==> config.mk <==
export PLATFORM = sky130hd
export DESIGN_NAME = mco_ctrl
export DESIGN_NICKNAME = d
export VERILOG_FILES = /design/src/mco_pkg.sv /design/src/mco_ctrl.sv
export SDC_FILE = /design/constraint.sdc
export NUM_CORES = 1
export LEC_CHECK = 0
export BUFFER_PORTS_ARGS = -buffer_cell sky130_fd_sc_hd__buf_2
export CAP_MARGIN = 30
export CORE_AREA = 2 2 86 97
export CTS_CLUSTER_DIAMETER = 80
export DETAILED_ROUTE_END_ITERATION = 6
export DIE_AREA = 0 0 88 99
export REMOVE_ABC_BUFFERS = 1
export SYNTH_ARGS = -nofsm -noshare
export SYNTH_HDL_FRONTEND = slang
export SYNTH_SLANG_ARGS = --single-unit
==> constraint.sdc <==
create_clock -name clk_i -period 3.9 [get_ports clk_i]
set_input_delay 0.975 -clock clk_i [delete_from_list [all_inputs] [get_ports clk_i]]
set_output_delay 0.975 -clock clk_i [all_outputs]
set_load 0.05 [all_outputs]
==> src/mco_pkg.sv <==
// Shared constants and command/status types for the matrix chain cost block.
package mco_pkg;

  localparam int MAX_DIMS_DEF = 64;
  localparam int DIM_BITS_DEF = 16;
  localparam int DIM_IN_W     = 16;
  localparam int COST_W       = 64;

  typedef struct packed {
    logic load;
    logic latch_di;
    logic latch_dij;
    logic step;
    logic first;
    logic last;
    logic finish;
    logic short_chain;
  } mco_cmd_t;

  typedef struct packed {
    logic wr_done;
    logic out_busy;
  } mco_stat_t;

endpackage

==> src/mco_ctrl.sv <==
// Controller: load, interval sequencing over the cost table, and result handoff.
module mco_ctrl #(
  parameter int MAX_DIMS = mco_pkg::MAX_DIMS_DEF,
  localparam int IW = $clog2(MAX_DIMS),
  localparam int CW = $clog2(MAX_DIMS + 1)
) (
  input  logic               clk_i,
  input  logic               rst_ni,
  input  logic               in_valid_i,
  output logic               in_stall_o,
  input  logic               last_dim_i,
  input  mco_pkg::mco_stat_t stat_i,
  input  logic [CW-1:0]      count_i,
  output mco_pkg::mco_cmd_t  cmd_o,
  output logic [IW-1:0]      dim_raddr_o,
  output logic [IW-1:0]      idx_i_o,
  output logic [IW-1:0]      idx_j_o,
  output logic [IW-1:0]      idx_k_o
);
  import mco_pkg::*;

  localparam logic [2:0] S_LOAD   = 3'd0;
  localparam logic [2:0] S_CHECK  = 3'd1;
  localparam logic [2:0] S_RDA    = 3'd2;
  localparam logic [2:0] S_RDB    = 3'd3;
  localparam logic [2:0] S_MULIJ  = 3'd4;
  localparam logic [2:0] S_RUN    = 3'd5;
  localparam logic [2:0] S_DRAIN  = 3'd6;
  localparam logic [2:0] S_FINISH = 3'd7;

  logic [2:0]    state_q, state_d;
  logic [IW-1:0] len_q, len_d;
  logic [IW-1:0] i_q, i_d;
  logic [IW-1:0] k_q, k_d;
  logic [IW-1:0] j;
  logic [CW-1:0] n_m1;
  logic          accept;
  logic          short_n;

  assign j       = IW'(i_q + len_q - IW'(1));
  assign n_m1    = CW'(count_i - CW'(1));
  assign short_n = count_i < CW'(3);
  assign accept  = in_valid_i && (state_q == S_LOAD);

  always_comb begin
    state_d     = state_q;
    len_d       = len_q;
    i_d         = i_q;
    k_d         = k_q;
    cmd_o       = '0;
    dim_raddr_o = k_q;
    unique case (state_q)
      S_LOAD: begin
        cmd_o.load = accept;
        if (accept && last_dim_i) begin
          state_d = S_CHECK;
        end
      end
      S_CHECK: begin
        len_d = IW'(2);
        i_d   = IW'(1);
        state_d = short_n ? S_FINISH : S_RDA;
      end
      S_RDA: begin
        dim_raddr_o = IW'(i_q - IW'(1));
        state_d     = S_RDB;
      end
      S_RDB: begin
        dim_raddr_o    = j;
        cmd_o.latch_di = 1'b1;
        state_d        = S_MULIJ;
      end
      S_MULIJ: begin
        cmd_o.latch_dij = 1'b1;
        k_d             = i_q;
        state_d         = S_RUN;
      end
      S_RUN: begin
        cmd_o.step  = 1'b1;
        cmd_o.first = (k_q == i_q);
        cmd_o.last  = (IW'(k_q + IW'(1)) == j);
        k_d         = IW'(k_q + IW'(1));
        if (cmd_o.last) begin
          state_d = S_DRAIN;
        end
      end
      S_DRAIN: begin
        if (stat_i.wr_done) begin
          state_d = S_RDA;
          if (CW'(j) == n_m1) begin
            i_d = IW'(1);
            if (CW'(len_q) == n_m1) begin
              state_d = S_FINISH;
            end else begin
              len_d = IW'(len_q + IW'(1));
            end
          end else begin
            i_d = IW'(i_q + IW'(1));
          end
        end
      end
      S_FINISH: begin
        if (!stat_i.out_busy) begin
          cmd_o.finish      = 1'b1;
          cmd_o.short_chain = short_n;
          state_d           = S_LOAD;
        end
      end
      default: state_d = S_LOAD;
    endcase
  end

  always_ff @(posedge clk_i or negedge rst_ni) begin
    if (!rst_ni) begin
      state_q <= S_LOAD;
      len_q   <= '0;
      i_q     <= '0;
      k_q     <= '0;
    end else begin
      state_q <= state_d;
      len_q   <= len_d;
      i_q     <= i_d;
      k_q     <= k_d;
    end
  end

  assign in_stall_o = (state_q != S_LOAD);
  assign idx_i_o    = i_q;
  assign idx_j_o    = j;
  assign idx_k_o    = k_q;

`ifndef ASSERT_OFF
  a_step_run: assert property (@(posedge clk_i) disable iff (!rst_ni)
    cmd_o.step |-> (k_q < j) && (i_q != '0))
    else $error("split point outside interval");
  a_run_drain: assert property (@(posedge clk_i) disable iff (!rst_ni)
    (state_q == S_RUN && cmd_o.last) |=> state_q == S_DRAIN)
    else $error("interval not drained");
  a_stall_busy: assert property (@(posedge clk_i) disable iff (!rst_ni)
    (cmd_o.load && last_dim_i) |=> in_stall_o)
    else $error("input open after end of chain");
`endif

endmodule

After elaboration in Yosys (flattened, before gate mapping)
Cells that the tools add are included.

Register bits after elaboration: 21. Output and inout port bits: 33. Logic and storage cells: 61.

$lt $le $gt $ge: 1. Equal/unequal tests: 17. Reductions and logical operators: 9. $add $sub $neg: 7. Muxes and demuxes: 23.

Operator list (count): 6-bit case mux with 2 select lines (4); 6-bit 2-to-1 mux (5); 3-bit 2-to-1 mux (8); 3-bit case mux with 8 select lines (1); 6-bit by 1-bit adder with 6-bit output (second input constant) (3); 6-bit by 7-bit == test with 1-bit output (2); 3-bit == test (second input constant) (4); 6-bit == test (2); 6-bit by 1-bit subtractor with 6-bit output (second input constant) (2); 2-bit inequality test (second input constant) (5); 4-bit AND reduction (2); 7-bit by 2-bit less-than comparator with 1-bit output (second input constant) (1); 7-bit by 1-bit subtractor with 7-bit output (second input constant) (1); 6-bit adder (1); 3-bit by 2-bit == test with 1-bit output (second input constant) (2); 2-bit 2-to-1 mux (2); 2-bit nonzero test (2); 3-bit by 1-bit == test with 1-bit output (second input constant) (1); 3-bit logical NOT (1); 1-bit 2-to-1 mux (3); 3-bit nonzero test (1); 1-bit logical AND (2); 2-bit by 1-bit inequality test with 1-bit output (second input constant) (1); 2-bit AND reduction (1).

Logic depth before layout (Yosys ltp)
Gate-level depths: netlist (run 1).

Depth after elaboration: 6. Depth in mapped cells: 13. Gate-level depth less buffers: 12.

Worst setup path after synthesis (run 1)
OpenSTA, ideal clock, no wires.

Kind: register to output. From: reg i_q[2], in the netlist idx_i_o[2]. To: out dim_raddr_o[4]. Buffers on the path: 1. Slack: -1104 ps. Stages on the path, launching flop included: 11. Arrival time: 4029 ps. Path through: dfrtp_1 -> clkbuf_1 -> inv_1 -> ha_1 -> inv_1 -> ha_1 -> a21o_1 -> a21oi_1 -> xnor2_1 -> a21oi_1 -> o21ai_0.

Longest elaborated chain between the ends: 3. Elaborated cells between the ends (all ways): 4.

RTL lines: start, declared (RTL line mco_ctrl.sv:33) `logic [IW-1:0] i_q, i_d;`; start signal, assigned (RTL line mco_ctrl.sv:122) `i_q <= i_d;`; 6-bit adder (RTL line mco_ctrl.sv:40) `assign j = IW'(i_q + len_q - IW'(1));`; 6-bit by 1-bit subtractor with 6-bit output (RTL line mco_ctrl.sv:40); via idx_j_o[4] (RTL line mco_ctrl.sv:17) `output logic [IW-1:0] idx_j_o,`; 6-bit case mux with 2 select lines (RTL line mco_ctrl.sv:52) `unique case (state_q)`; end, declared (RTL line mco_ctrl.sv:15) `output logic [IW-1:0] dim_raddr_o,`.

The timed path passes the listed nets, and every way through them passes these cells.

==> run metrics, run 1 <==
result of the run finished, final reports clean; number of placement rows 34; gate family responsible for the most delay along the worst path adder cells; Chip Width 88 um; CP Data Arrival Time 2730 ps; mean number of vias per cell 4.75; global-route wire length before repair 9640 um; Worst R2R Setup Slack 690 ps; met2 usage in global routing 23.3%; number of nets with antenna violations after detailed routing 0; full die area 8710 sq um; cell at the slowest stage of the critical path sky130_fd_sc_hd__dfrtp_1; largest cells by area after synthesis sky130_fd_sc_hd__dfrtp_1 25%, sky130_fd_sc_hd__xnor2_1 12%, sky130_fd_sc_hd__ha_1 8.3%, sky130_fd_sc_hd__xor2_1 6.2%, sky130_fd_sc_hd__a21oi_1 5.7%; Post-CTS Hold Fix Bufs 0; start point of the worst min-delay path idx_i_o[3]; Post-Syn Area 2120 sq um; antenna cells 0; unrepaired setup endpoints after global routing false; ratio of cells with drive above 1 in the final layout 23.8%; launch instance of the worst register-to-register path idx_i_o[1]; Synth-to-Final Area Change 23.2%; launching element type of the critical path register; kind of end point of the critical path output port; met1 usage 18.4%; maximum clock insertion buffer count 2; gate count after technology mapping 270; GRT overflow 0; Avg Synthesized Cell Area 7.84 sq um; distinct cell type count after synthesis 43; Crit Path Class reg -> out; max-slew violation count 0; dominant cell by count in the synthesized netlist sky130_fd_sc_hd__xnor2_1; fraction of synthesized cell area taken by the top area cell type 24.8%; insertion delay to the later sink of the worst-skew pair 270 ps; cts bufs inserted 3; standard cell core area 7700 sq um; CP max stage delay 350 ps; Maximum Capacitance Violations 0; count of buffers from port buffering 45; logic depth of the worst setup path including buffers 12; CTS tree built; drt drc 0; highest clock frequency the design can meet 270 MHz; path category of the worst min-delay check reg -> reg; setup violation total in the final timing report 0; required time of the critical path 2920 ps; cell taking the most area after synthesis sky130_fd_sc_hd__dfrtp_1; CTS H-Tree Depth 1; cell count of the worst reg-to-reg path 12; reg-to-reg critical path endpoint len_q[3]; First-pass DRT Iterations 4; clock transition time at the flip-flop clock pins of the worst setup and hold paths 80 ps; measured slew at the worst slew-check pin 527 ps; pin count of the biggest net entering global routing 22; most common library cells after synthesis 28 x sky130_fd_sc_hd__xnor2_1, 26 x sky130_fd_sc_hd__inv_1, 24 x sky130_fd_sc_hd__a21oi_1; HPWL Detailed 4690 um; final hold vios 0; number of antenna violations at the first check in global routing 0; Warnings, synthesis 0; initial cell density of the core 27.5%; total routing resource utilization after global routing 14.0%; Net count, final 348; clock sinks 21; number of primary I/O pins 46; routing usage on met3 2.18%; cell-by-cell trace of the critical path inv_1 -> ha_1 -> inv_1 -> ha_1 -> fa_2 -> a21o_1 -> a21oi_2 -> xnor2_2 -> xnor2_1 -> nand3_2 -> nor2_2 -> buf_6; worst relative slew slack 64.9%; worst setup path end cmd_o[2]; sequential area share after synthesis 24.8%; chip height 99 um; number of enable-type register cells in the synthesized netlist 0; time the worst path needs with I/O delays and setup 3700 ps; drt wl/cell 13.7 um; Crit Path Max Fanout 4; total number of vias 2,030; most instantiated flip-flop cell in the synthesis netlist sky130_fd_sc_hd__dfrtp_1; synthesized flop and latch total 21; final critical-path share of the clock period 94.9%; summed negative setup slack over all endpoints 0 ps; Routability Congestion 0.916; critical path launch point idx_i_o[1]; layer with the highest usage after global routing met2; Root Buffer sky130_fd_sc_hd__clkbuf_8; post-detailed-routing wire length 5860 um; fraction of synthesis flops using an asynchronous set or reset pin 100%; Starting DRT DRC Count 91; vias in the first global route 2,000; Final Skew 5.08 ps; Bufs and invs on worst path 3
==> layout by cell type, fill, tap and decap left out, drive strengths merged, types with 3 or more instances in the layout <==
cell type,count
xor2,15
nand4,4
nand3,12
nand2b,5
ha,14
nand2,19
buf,56
nor2,20
nor4,4
a211oi,3
a21o,4
nor3,5
a21oi,24
inv,26
o22ai,5
o21ai,16
or3,6
xnor2,28
clkbuf,4
dfrtp,21
==> flip-flops by register name, indices dropped and copies added, names as in the netlist <==
register  count
len_q         6
idx_i_o       6
idx_k_o       6
state_q       3
==> timing repair <==
action	4_1_cts	5_1_grt
resized for setup	3	8
pin swaps	0	3
buffers inserted	0	1
setup endpoints to repair	1	2
==> worst register-to-register path, cell delays in order, from the launching register on <==
cell                       delay (ps)
sky130_fd_sc_hd__dfrtp_1          350
sky130_fd_sc_hd__inv_1             80
sky130_fd_sc_hd__ha_1             280
sky130_fd_sc_hd__inv_1             40
sky130_fd_sc_hd__ha_1             210
sky130_fd_sc_hd__fa_2             630
sky130_fd_sc_hd__xnor2_1           90
sky130_fd_sc_hd__nor3_1           180
sky130_fd_sc_hd__and4b_1          260
sky130_fd_sc_hd__a21boi_2         150
sky130_fd_sc_hd__buf_4            200
sky130_fd_sc_hd__or4_1            510
sky130_fd_sc_hd__a21oi_1          150
==> how the worst min path moves through the flow <==
stage | slack [ps] | depth (start not counted) | to
after floorplan | 540 | 2 | len_q[4]
after global placement | 580 | 2 | idx_i_o[1]
after global routing | 670 | 2 | len_q[4]
after detailed placement | 600 | 2 | idx_i_o[3]
final | 610 | 2 | idx_i_o[3]
after CTS | 620 | 2 | idx_i_o[3]
==> kinds of logic (layout without fill, tap and decap cells) <==
| family | count (synthesis) | count (layout) | share of synthesized area (%) |
|---|---|---|---|
| buffers and inverters | 38 | 87 | 6.80 |
| flip-flops | 21 | 21 | 24.8 |
| AO/OA/AOI/OAI | 61 | 61 | 16.8 |
| adder cells (fa/ha/maj) | 15 | 15 | 9.23 |
| multiplexers | 3 | 3 | 1.48 |
| AND/OR/NAND/NOR | 88 | 88 | 22.0 |
| XOR/XNOR | 44 | 44 | 18.9 |
==> layout make-up <==
cell class	count	area (sq um)
Tap cell	108	135
Fill cell	826	5090
Clock buffer	4	45.0
Timing Repair Buffer	56	314
Sequential cell	21	527
Inverter	27	101
Multi-Input combinational cell	211	1490
==> per-layer routing <==
metal,up-vias,part of all wire [%],wire length [um]
met5,-,0,0
met2,47,48,2810
met3,7,5.0,291
met4,0,1.2,70
li1,1024,-,-
met1,952,46,2680
==> stage by stage <==
| stage | hold slack [ps] | area, sq um | utilization, % | instances | setup slack [ps] |
|---|---|---|---|---|---|
| 2_1_floorplan | 542 | 2070 | - | 259 | -1080 |
| 3_3_place_gp | 579 | 2510 | 32.6 | 422 | 164 |
| 3_5_place_dp | 600 | 2510 | 32.6 | 422 | 157 |
| 4_1_cts | 618 | 2560 | 33.3 | 426 | 13.3 |
| 5_1_grt | 668 | 2610 | 33.9 | 427 | 2.05 |
| 6_report | 615 | 2610 | 33.9 | 427 | 197 |
Power of run 1 is not shown: default switching activity piles up to over one toggle a cycle in this logic, so the estimate is an artifact.
==> run 2: changes to the inputs <==
==> constraint.sdc (replaced) <==
create_clock -name clk_i -period 3.9 [get_ports clk_i]
set_input_delay 0.195 -clock clk_i [delete_from_list [all_inputs] [get_ports clk_i]]
set_output_delay 0.195 -clock clk_i [all_outputs]
set_load 0.05 [all_outputs]
==> run 2 against run 1 <==
  * Worst setup slack improved by 230 ps
  * Critical path depth fell by 1
  * Sequential cell count did not move
  * Register-to-register slack got worse by 270 ps
  * Critical path type is now reg -> reg
==> run metrics, run 2 (synthesized netlist as in run 1, its figures left out) <==
Synth-to-Final Area Change 18.4%; number of primary I/O pins 46; global-route wire length before repair 10,100 um; clock transition time at the flip-flop clock pins of the worst setup and hold paths 90 ps; Gates resized, CTS repair 0; launching element type of the critical path register; max-slew violation count 0; top library cells by usage in the layout, fill and taps aside 45 x sky130_fd_sc_hd__buf_2, 28 x sky130_fd_sc_hd__xnor2_1, 26 x sky130_fd_sc_hd__inv_1; number of placement rows 34; highest clock frequency the design can meet 288 MHz; maximum clock insertion buffer count 2; chip height 99 um; CTS H-Tree Depth 1; Post-CTS Hold Fix Bufs 1; total routing resource utilization after global routing 14.4%; post-detailed-routing wire length 5790 um; vias in the first global route 2,056; cts bufs inserted 3; pin count of the biggest net entering global routing 25; required time of the critical path 4070 ps; Maximum Capacitance Violations 0; time the worst path needs with I/O delays and setup 3480 ps; standard cell core area 7700 sq um; Chip Width 88 um; Crit Path Max Fanout 16; insertion delay to the later sink of the worst-skew pair 270 ps; total number of vias 2,010; cell-by-cell trace of the critical path inv_1 -> ha_1 -> inv_1 -> ha_1 -> fa_1 -> xor2_1 -> xnor2_1 -> and4b_1 -> a21boi_2 -> nand2_1 -> mux2_2; Net count, final 340; result of the run finished, final reports clean; ratio of cells with drive above 1 in the final layout 19.0%; final hold vios 0; unrepaired setup endpoints after global routing false; GRT overflow 0; Crit Path Class reg -> reg; post-route cell area 2500 sq um; count of buffers from port buffering 45; area of placed instances 2450 sq um; HPWL Detailed 4600 um; leading cell type in the layout, fill and taps excluded sky130_fd_sc_hd__buf_2; number of filler cells placed in the layout 825; Starting DRT DRC Count 83; Setup Fix Bufs, Post-CTS 0; Bufs and invs on worst path 2; CP max stage delay 510 ps; Routability Congestion 0.887; CP Data Arrival Time 3640 ps; Worst R2R Setup Slack 420 ps; cell at the slowest stage of the critical path sky130_fd_sc_hd__a21boi_2; mean number of vias per cell 4.80; number of antenna violations at the first check in global routing 0; drt drc 0; final critical-path share of the clock period 89.1%; initial cell density of the core 27.5%; full die area 8710 sq um; setup violation total in the final timing report 0; CTS tree built; kind of end point of the critical path register; First-pass DRT Iterations 4; antenna cells 0; number of nets with antenna violations after detailed routing 0; gate family responsible for the most delay along the worst path adder cells; drt wl/cell 13.8 um; measured slew at the worst slew-check pin 792 ps; Final Skew 9.57 ps; worst relative slew slack 47.2%; Root Buffer sky130_fd_sc_hd__clkbuf_8; clock sinks 21; path category of the worst min-delay check in -> reg
## run 2: cell types whose count changed in the layout (fill, tap and decap cells not counted), sizes merged
| cell | delta |
|---|---|
| buf | -9 |
| clkinv | +1 |
| dlygate4sd3 | +1 |
| clkbuf | -1 |
## run 2: stage by stage
stage	std cells	worst slack, ps	TNS (ps)	hold slack [ps]	utilization (%)
final	419	424	0	275	32.5
after global routing	419	134	0	301	32.5
after CTS	419	422	0	278	32.5
after detailed placement	414	458	0	205	31.8
after global placement	414	590	0	200	31.8
after floorplan	259	-305	-1170	-101	-
## run 2: path summary, 6_finish.rpt
kind                                 start    endpoint  depth (start not counted)
worst max register to register  idx_i_o[1]  idx_i_o[0]                         11
worst min-delay path             stat_i[0]  state_q[1]                          4
max in group asynchronous           rst_ni    len_q[5]                          2
min in group asynchronous           rst_ni  idx_k_o[2]                          2
worst max-delay path            idx_i_o[1]  idx_i_o[0]                         11
worst min register to register  idx_k_o[5]  idx_k_o[5]                          2
## run 2: layer usage
metal | share of wire, % | vias to the layer above | track usage, %
met5 | 0 | - | 0
met4 | 1.8 | 0 | 3.55
met3 | 4.6 | 11 | 2.60
met2 | 46 | 59 | 23.1
met1 | 48 | 929 | 19.9
li1 | - | 1011 | -
## run 2: layout make-up
class	instances	area [sq um]	area share (%)
multi-input combinational	211	1450	57.7
sequential	21	526	21.0
timing repair buffer	48	250	9.99
tap	108	135	5.39
inverter	27	101	4.05
clock buffer	3	41.3	1.65
clock inverter	1	5.00	0.200
## run 2: worst register-to-register path, cell delays in order (launching register included)
cell	delay [ps]
sky130_fd_sc_hd__dfrtp_1	440
sky130_fd_sc_hd__inv_1	120
sky130_fd_sc_hd__ha_1	290
sky130_fd_sc_hd__inv_1	40
sky130_fd_sc_hd__ha_1	220
sky130_fd_sc_hd__fa_1	410
sky130_fd_sc_hd__xor2_1	440
sky130_fd_sc_hd__xnor2_1	160
sky130_fd_sc_hd__and4b_1	230
sky130_fd_sc_hd__a21boi_2	510
sky130_fd_sc_hd__nand2_1	220
sky130_fd_sc_hd__mux2_2	300
Power of run 2 is left out for the same reason.
==> run 3: changes to the inputs <==
clock period = 4.4 ns   (was 3.9 ns; I/O delays follow)
==> run 3 against run 2 <==
  * Die area unchanged
  * Cell count fell by 0.48%
  * First-iteration DRC count rose by 18%
  * Design area down 0.65%
  * Fmax down 0.34%
  * Critical path depth is 1 higher
  * Utilization shrank 0.21 points
  * Register-to-register slack improved by 490 ps
  * Routed wire length rose by 0.92%
  * Worst setup slack better by 490 ps
  * Worst hold slack improved by 25 ps
  * Critical endpoint unchanged
  * Highest routed layer unchanged
==> run metrics, run 3 (synthesized netlist as in run 1, its figures left out) <==
result of the run finished, final reports clean; post-detailed-routing wire length 5840 um; standard cell core area 7700 sq um; First-pass DRT Iterations 4; wl on met1 2750 um; Crit Path Max Fanout 16; total number of vias 1,995; kind of end point of the critical path register; launching element type of the critical path register; clock sinks 21; path category of the worst min-delay check in -> reg; maximum clock insertion buffer count 2; CP Data Arrival Time 3650 ps; Crit Path Class reg -> reg; cell at the slowest stage of the critical path sky130_fd_sc_hd__a21boi_2; Hold Worst Slack 300 ps; final non-filler cell total 417; Gates resized, CTS repair 0; unrepaired setup endpoints after global routing false; count of buffers from port buffering 45; number of primary I/O pins 46; total met3 wirelength after detailed routing 304 um; gate family responsible for the most delay along the worst path compound AO/OA/AOI/OAI gates; CTS tree built; max-slew violation count 0; Routability Congestion 0.867; HPWL Detailed 4560 um; pin count of the biggest net entering global routing 25; antenna cells 0; leading cell type in the layout, fill and taps excluded sky130_fd_sc_hd__buf_2; insertion delay to the later sink of the worst-skew pair 270 ps; cell count of the worst reg-to-reg path 12; GRT overflow 0; drt drc 0; CTS H-Tree Depth 1; Net count, final 338; Maximum Capacitance Violations 0; required time of the critical path 4560 ps; setup violation total in the final timing report 0; worst relative slew slack 46.3%; Hold Path Stages 4; Root Buffer sky130_fd_sc_hd__clkbuf_8; top metal layer carrying routed signals met4; Starting DRT DRC Count 98; drt wl/cell 14.0 um; fin worst setup slack 912 ps; full die area 8710 sq um; final hold vios 0; Setup WS pre-CTS 936 ps; number of nets with antenna violations after detailed routing 0; Bufs and invs on worst path 2; CP max stage delay 560 ps; placed cell count 412; mean number of vias per cell 4.78; measured slew at the worst slew-check pin 806 ps; total routing resource utilization after global routing 14.3%; cell-by-cell trace of the critical path inv_1 -> ha_1 -> inv_1 -> ha_1 -> fa_1 -> a21o_1 -> a21oi_1 -> xnor2_1 -> xnor2_1 -> a21boi_2 -> nand2_1 -> mux2_2; clock transition time at the flip-flop clock pins of the worst setup and hold paths 90 ps; final critical-path share of the clock period 79.3%; time the worst path needs with I/O delays and setup 3490 ps; chip height 99 um; summed negative setup slack over all endpoints 0 ps; number of placement rows 34; Chip Width 88 um; initial cell density of the core 27.5%; top library cells by usage in the layout, fill and taps aside 45 x sky130_fd_sc_hd__buf_2, 28 x sky130_fd_sc_hd__xnor2_1, 26 x sky130_fd_sc_hd__inv_1; ratio of cells with drive above 1 in the final layout 18.1%; Final Skew 5.54 ps; global-route wire length before repair 9780 um; cts bufs inserted 3; vias in the first global route 1,969; Synth-to-Final Area Change 17.6%; logic depth of the worst setup path including buffers 12; met2 routed wirelength 2580 um; number of antenna violations at the first check in global routing 0; highest clock frequency the design can meet 287 MHz
run 3: cell count changes in the layout (fill, tap and decap cells not counted):
| cell | previous run | this run |
|---|---|---|
| sky130_fd_sc_hd__clkinv_2 | 1 | 0 |
| sky130_fd_sc_hd__clkbuf_1 | 0 | 1 |
| sky130_fd_sc_hd__buf_4 | 2 | 0 |
run 3: what timing repair did:
item	in CTS	in global routing
setup buffers	0	0
setup endpoints to repair	0	0
endpoints found under the hold margin	21	0
hold buffers	1	0
run 3: routing by layer:
layer / vias up / track usage (%)
met4: 0 / 5.92
met3: 18 / 2.26
met1: 907 / 19.4
met5: - / 0
li1: 1009 / -
met2: 61 / 22.2
run 3: cell type report:
type | instances | area [sq um]
fillers | 818 | 5210
clock buffers | 4 | 45.0
well taps | 108 | 135
repair buffers | 46 | 235
inverters | 27 | 101
flip-flops and latches | 21 | 526
multi-input cells | 211 | 1450
run 3: path summary, 6_finish.rpt:
check                           start    endpoint  slack (ps)
setup / recovery           idx_i_o[1]  idx_i_o[0]         910
hold / removal              stat_i[0]  state_q[1]         300
setup reg to reg           idx_i_o[1]  idx_i_o[0]         910
hold reg to reg              len_q[4]    len_q[4]         590
max in group asynchronous      rst_ni    len_q[1]        3580
min in group asynchronous      rst_ni  idx_k_o[2]         460
run 3: stage by stage:
stage	area [sq um]	util [%]
final	2490	32.3
after global routing	2490	32.3
after CTS	2490	32.3
after detailed placement	2430	31.6
after global placement	2430	31.6
after floorplan	2070	-
run 3: worst reg2reg max path, delay by kind of cell, from the launching register on:
kind                     cells  cell delay, ps
XOR/XNOR                     2             430
adder cells (fa/ha/maj)      3             900
multiplexers                 1             310
AND/OR/NAND/NOR              1             240
buffers and inverters        2             150
flip-flops                   1             440
AO/OA/AOI/OAI                3             920
Power of run 3 is left out for the same reason.
